**src/design/nct_ram.sv**
```systemverilog
module nct_ram #(
    parameter int WIDTH = 8,
    parameter int DEPTH = 256
) (
    input  logic                     i_clk,
    input  logic                     i_we,
    input  logic [$clog2(DEPTH)-1:0] i_waddr,
    input  logic [WIDTH-1:0]         i_wdata,
    input  logic                     i_re,
    input  logic [$clog2(DEPTH)-1:0] i_raddr,
    output logic [WIDTH-1:0]         o_rdata
);

    logic [WIDTH-1:0] r_mem [DEPTH];
    logic [WIDTH-1:0] r_rdata;

    // one write port, one registered read port; read data holds when idle
    always_ff @(posedge i_clk) begin
        if (i_we) begin
            r_mem[i_waddr] <= i_wdata;
        end
        if (i_re) begin
            r_rdata <= r_mem[i_raddr];
        end
    end

    assign o_rdata = r_rdata;

endmodule

```
**config.mk**
```make
export PLATFORM = sky130hd
export DESIGN_NAME = nct_ram
export DESIGN_NICKNAME = d
export VERILOG_FILES = /design/src/design/nct_ram.sv
export SDC_FILE = /design/constraint.sdc
export NUM_CORES = 2
export LEC_CHECK = 0
export BUFFER_PORTS_ARGS = -buffer_cell sky130_fd_sc_hd__buf_2
export CORE_MARGIN = 2
export CORE_UTILIZATION = 35
export CTS_BUF_LIST = sky130_fd_sc_hd__clkbuf_4 sky130_fd_sc_hd__clkbuf_8
export CTS_CLUSTER_SIZE = 28
export DETAILED_ROUTE_END_ITERATION = 10
export PLACE_DENSITY = 0.52
export RECOVER_POWER = 100
export SKIP_LAST_GASP = 1
export SLEW_MARGIN = 10
export SYNTH_ARGS = -nofsm -noshare
export SYNTH_HDL_FRONTEND = slang
export SYNTH_SLANG_ARGS = --single-unit
```
**constraint.sdc**
```tcl
create_clock -name i_clk -period 2.1 [get_ports i_clk]
set_input_delay 0.21 -clock i_clk [delete_from_list [all_inputs] [get_ports i_clk]]
set_output_delay 0.21 -clock i_clk [all_outputs]
set_load 0.01 [all_outputs]
```
### Word-level counts from Yosys, hierarchy flattened

Memories as Yosys holds them, arrays and structs flattened. A register that Yosys moved wholly into a read port is not among the register bits.
Cells that the tools add are included.

* flip-flop bits (word level): 0
* RAM bits: 2048
* output and inout bits: 8
* logic and storage cells: 3
* memories: 1

* multiplexer cells: 2

Memories
* r_mem: depth 256, width 8, read ports 1, clocked after Yosys merged registers in 1, write ports 1, RTL line 14 `logic [WIDTH-1:0] r_mem [DEPTH];`

Operators by type and width (count)
* two-way mux 1 bit: 2

### Logic depth before layout (Yosys ltp)

* depth in word-level cells: 2
* gate-level depth with buffers: 11
* gate-level depth less buffers: 6

### Least setup slack after synthesis

No wires, ideal clock.

* kind: in2reg
* start point: in i_raddr[0]
* end point: reg r_rdata[2] (netlist: o_rdata[2]), read port of r_mem (data pin)
* setup time: 269 ps
* arrival: 2017 ps
* path slack: -186 ps
* stages on the path: 9
* cells stage by stage: buf_6 -> buf_12 -> buf_8 -> buf_2 -> mux4_2 -> a22oi_1 -> a21oi_1 -> nor4_1 -> nor4_2

RTL lines
* start: declaration: RTL line 10 `input logic [$clog2(DEPTH)-1:0] i_raddr,`
* end: declaration: RTL line 15 `logic [WIDTH-1:0] r_rdata;`

==> results by group <==
Route
  – Routed length per instance: ~28 um
  – Drt pass-1 iters: 5
  – Antenna Nets Post-Route: 0
  – Vias/cell: around 5.2
  – Iter 0 DRT Violations: between 4000 and 5000
  – DRC viols: 0
  – Final WL: roughly 220000 um
  – Vias post-DR: between 40000 and 50000

Logic synthesis
  – Netlist cell types: 54
  – #FFs+latches synth: about 2000
  – Post-Syn Nets: ~3800
  – Post-synth EDFFs: just over 2000
  – Ys flop type: edfxtp_1
  – Count leader, synth: edfxtp_1
  – Most frequent cells after synthesis: edfxtp_1, mux4_2, nor2_1
  – Register area share after synthesis: 0.775
  – Mapped cell area: 79600 um^2
  – Syn Area/Cell: 21.3 um^2
  – Ys async rst share: 0
  – Synth area leaders: edfxtp_1, mux4_2, mux2i_1
  – Yosys warns: 0
  – Post-Syn Instances: 3733
  – Leading area contributor after synthesis: edfxtp_1
  – Synth top area share: 0.775

Worst hold path
  – Worst Hold Class: input port to flip-flop
  – WHS Path Cells: 7
  – Hold EP: o_rdata[0]
  – Hold Crit Start: i_raddr[5]

Placed design
  – Port bufs: 34
  – Placed cells: approximately 7300
  – Placed Instance Area: around 90000 um^2
  – Post-DP HPWL: between 100000 and 150000 um
  – RePlAce Congestion: just under 0.9
  – Placement Setup Slack: -1540 ps

Clock tree
  – CTS clk-pin slew, worst paths: around 70 ps
  – Bufs on Longest Clock Path: 4
  – Clock Sinks: a little over 2000
  – CTS tree: done
  – Post-CTS setup repair buffer count: 0
  – Clock buffer count from CTS: 345
  – Clock Latency Late Sink: around 1100 ps
  – Root buf cell: clkbuf_8
  – # H-tree levels: 5

Worst setup path
  – Reg2Reg Setup Slack: -310 ps
  – Critical Path RT: ~2900 ps
  – Cell family with most CP delay: multiplexers
  – Worst Setup Path Type: flip-flop to flip-flop
  – CP Launch Type: flip-flop
  – Setup crit start: r_mem[67][1]
  – Worst-path cell with the longest stage delay: mux4_2
  – Reg2Reg Launch Point: r_mem[67][1]
  – Worst path bufs/invs: 1
  – R2R depth: 6
  – Critical Path End Type: flip-flop
  – Reg-to-Reg End: o_rdata[1]
  – CP max stage delay: between 500 and 600 ps
  – CP cell instances: mux4_2 -> mux4_2 -> nor2b_4 -> nor4_4 -> buf_4 -> nor4_1
  – CP most frequent cell: mux4_2
  – Worst EP arrival: about 3200 ps
  – CP max FO: 1

Floorplanning
  – Width of the die: just under 500 um
  – Initial Util: 0.351
  – Core ar.: around 230000 um^2
  – Die H: ~480 um
  – Top Ports: 35
  – Die area: ~230000 um^2
  – Std-Cell Rows: between 150 and 200

Cells and area
  – Multi-input logic area: between 15000 and 20000 um^2
  – Share of cells above drive strength 1: 0.353
  – FILL cells: around 20000
  – Layout Cells excl Fill: 7933
  – Post-route cell area: roughly 95000 um^2
  – Final nets: around 4700
  – Area grow syn2layout: 19.5%
  – FF/Latch Area: between 60000 and 70000 um^2

Outcome
  – Failing checks: capacitance limit, slew limit, setup timing
  – Status: finished, violations left

Timing
  – Fin Setup TNS: -10440 ps
  – RSZ-0062 raised after global routing: yes
  – Setup Viol. Count Final: between 100 and 150
  – Clock skew: 67.7 ps
  – Slew Limit Fails: 59
  – Hold Vio Cnt, Final: 0
  – Fmax: between 0.4 and 0.5 GHz
  – Final worst slack: -311 ps
  – Relative slew margins: -0.0236
  – Final hold slack: approximately 220 ps
  – Slew @ Worst Pin: between 1500 and 2000 ps
  – Final cycle utilization of the critical path: 1.15
  – Final Critical Period: 2410 ps

Global route
  – Vias in the first global route: ~42000
  – Largest net degree at the start of global routing: between 80 and 90
  – Total gr overflow: 0
  – Antenna violations before repair: 8
  – First-pass GRT wire length: between 300000 and 400000 um
  – Tot GR Track Use: 0.186

Pwr
  – Pwr dens: 884 nW/um^2
  – LEAKAGE: about 0.03 uW
  – Peak VDD IR: a little under 0.7 mV

Run
  – Max-Cap Viols: 1
## worst max path at each step
stage	endpoint	slack, ps	depth (start not counted)
3_3_place_gp	o_rdata[1]	-2030	11
3_5_place_dp	o_rdata[1]	-1540	11
5_1_grt	o_rdata[1]	-470	7
2_1_floorplan	o_rdata[0]	-70	9
6_report	o_rdata[1]	-310	6
4_1_cts	o_rdata[1]	-360	6
## flip-flops by register name (all words and copies together) (netlist names)
signal and flops:
r_mem 2048, o_rdata 8
## metal layers
metal | part of all wire | up-vias | track usage
met5 | 0 | - | 0
met4 | 0.026 | 0 | 0.0550
met3 | 0.054 | 371 | 0.0299
met2 | 0.49 | 1258 | 0.306
met1 | 0.43 | 22100 | 0.257
li1 | - | 17700 | -
## worst reg2reg max path: cells and delay by family (launching register included)
kind | cells | cell delay, ps
mux | 2 | 1040
simple gates | 3 | 550
flops | 1 | 360
buf+inv | 1 | 210
## cell type report
class,instances,share of cell area
sequential,2056,0.649
multi-input combinational,1442,0.180
timing repair buffer,833,0.0651
clock buffer,453,0.0589
tap,3009,0.0396
clock inverter,129,0.00795
antenna,9,0.000237
inverter,2,0.0000789
## report_power, final
part	total [uW]	switching, uW	internal (uW)	leakage (uW)
sequential	45400	60.9	45300	0.0185
clock	33800	15600	18200	0.00337
combinational	5000	2990	2010	0.00873
## placed cells by master (no fill, tap or decap), drive strengths merged, types with 47 or more instances in the layout
master and n:
nor2 282, buf 456, edfxtp 2056, mux2i 134, a21oi 96, clkbuf 811, a22oi 133, clkinv 117
o221ai 47, mux4 456
## logic make-up (layout without fill, tap and decap cells)
kind of cell / Yosys count / count (layout) / share of synthesized area
flip-flops: 2056 / 2056 / 0.775
multiplexers: 591 / 591 / 0.146
AND/OR/NAND/NOR: 466 / 466 / 0.0263
AO/OA/AOI/OAI: 385 / 385 / 0.0342
buffers and inverters: 235 / 1417 / 0.0183
other: 0 / 9 / 0
## repair_timing
action | CTS | global route
setup endpoints to repair | 11 | 9
resized for setup | 66 | 30
hold buffers | 19 | 0
gates cloned | 0 | 0
hold endpoints to repair | 2320 | 0
pin swaps | 29 | 21
## metrics by stage
stage / power [uW] / util
5_1_grt: 87100 / 0.420
3_5_place_dp: 51200 / 0.394
3_3_place_gp: 51200 / 0.394
2_1_floorplan: 48400 / -
6_report: 84200 / 0.420
4_1_cts: 85200 / 0.425
(Power assumes the default switching activity.)
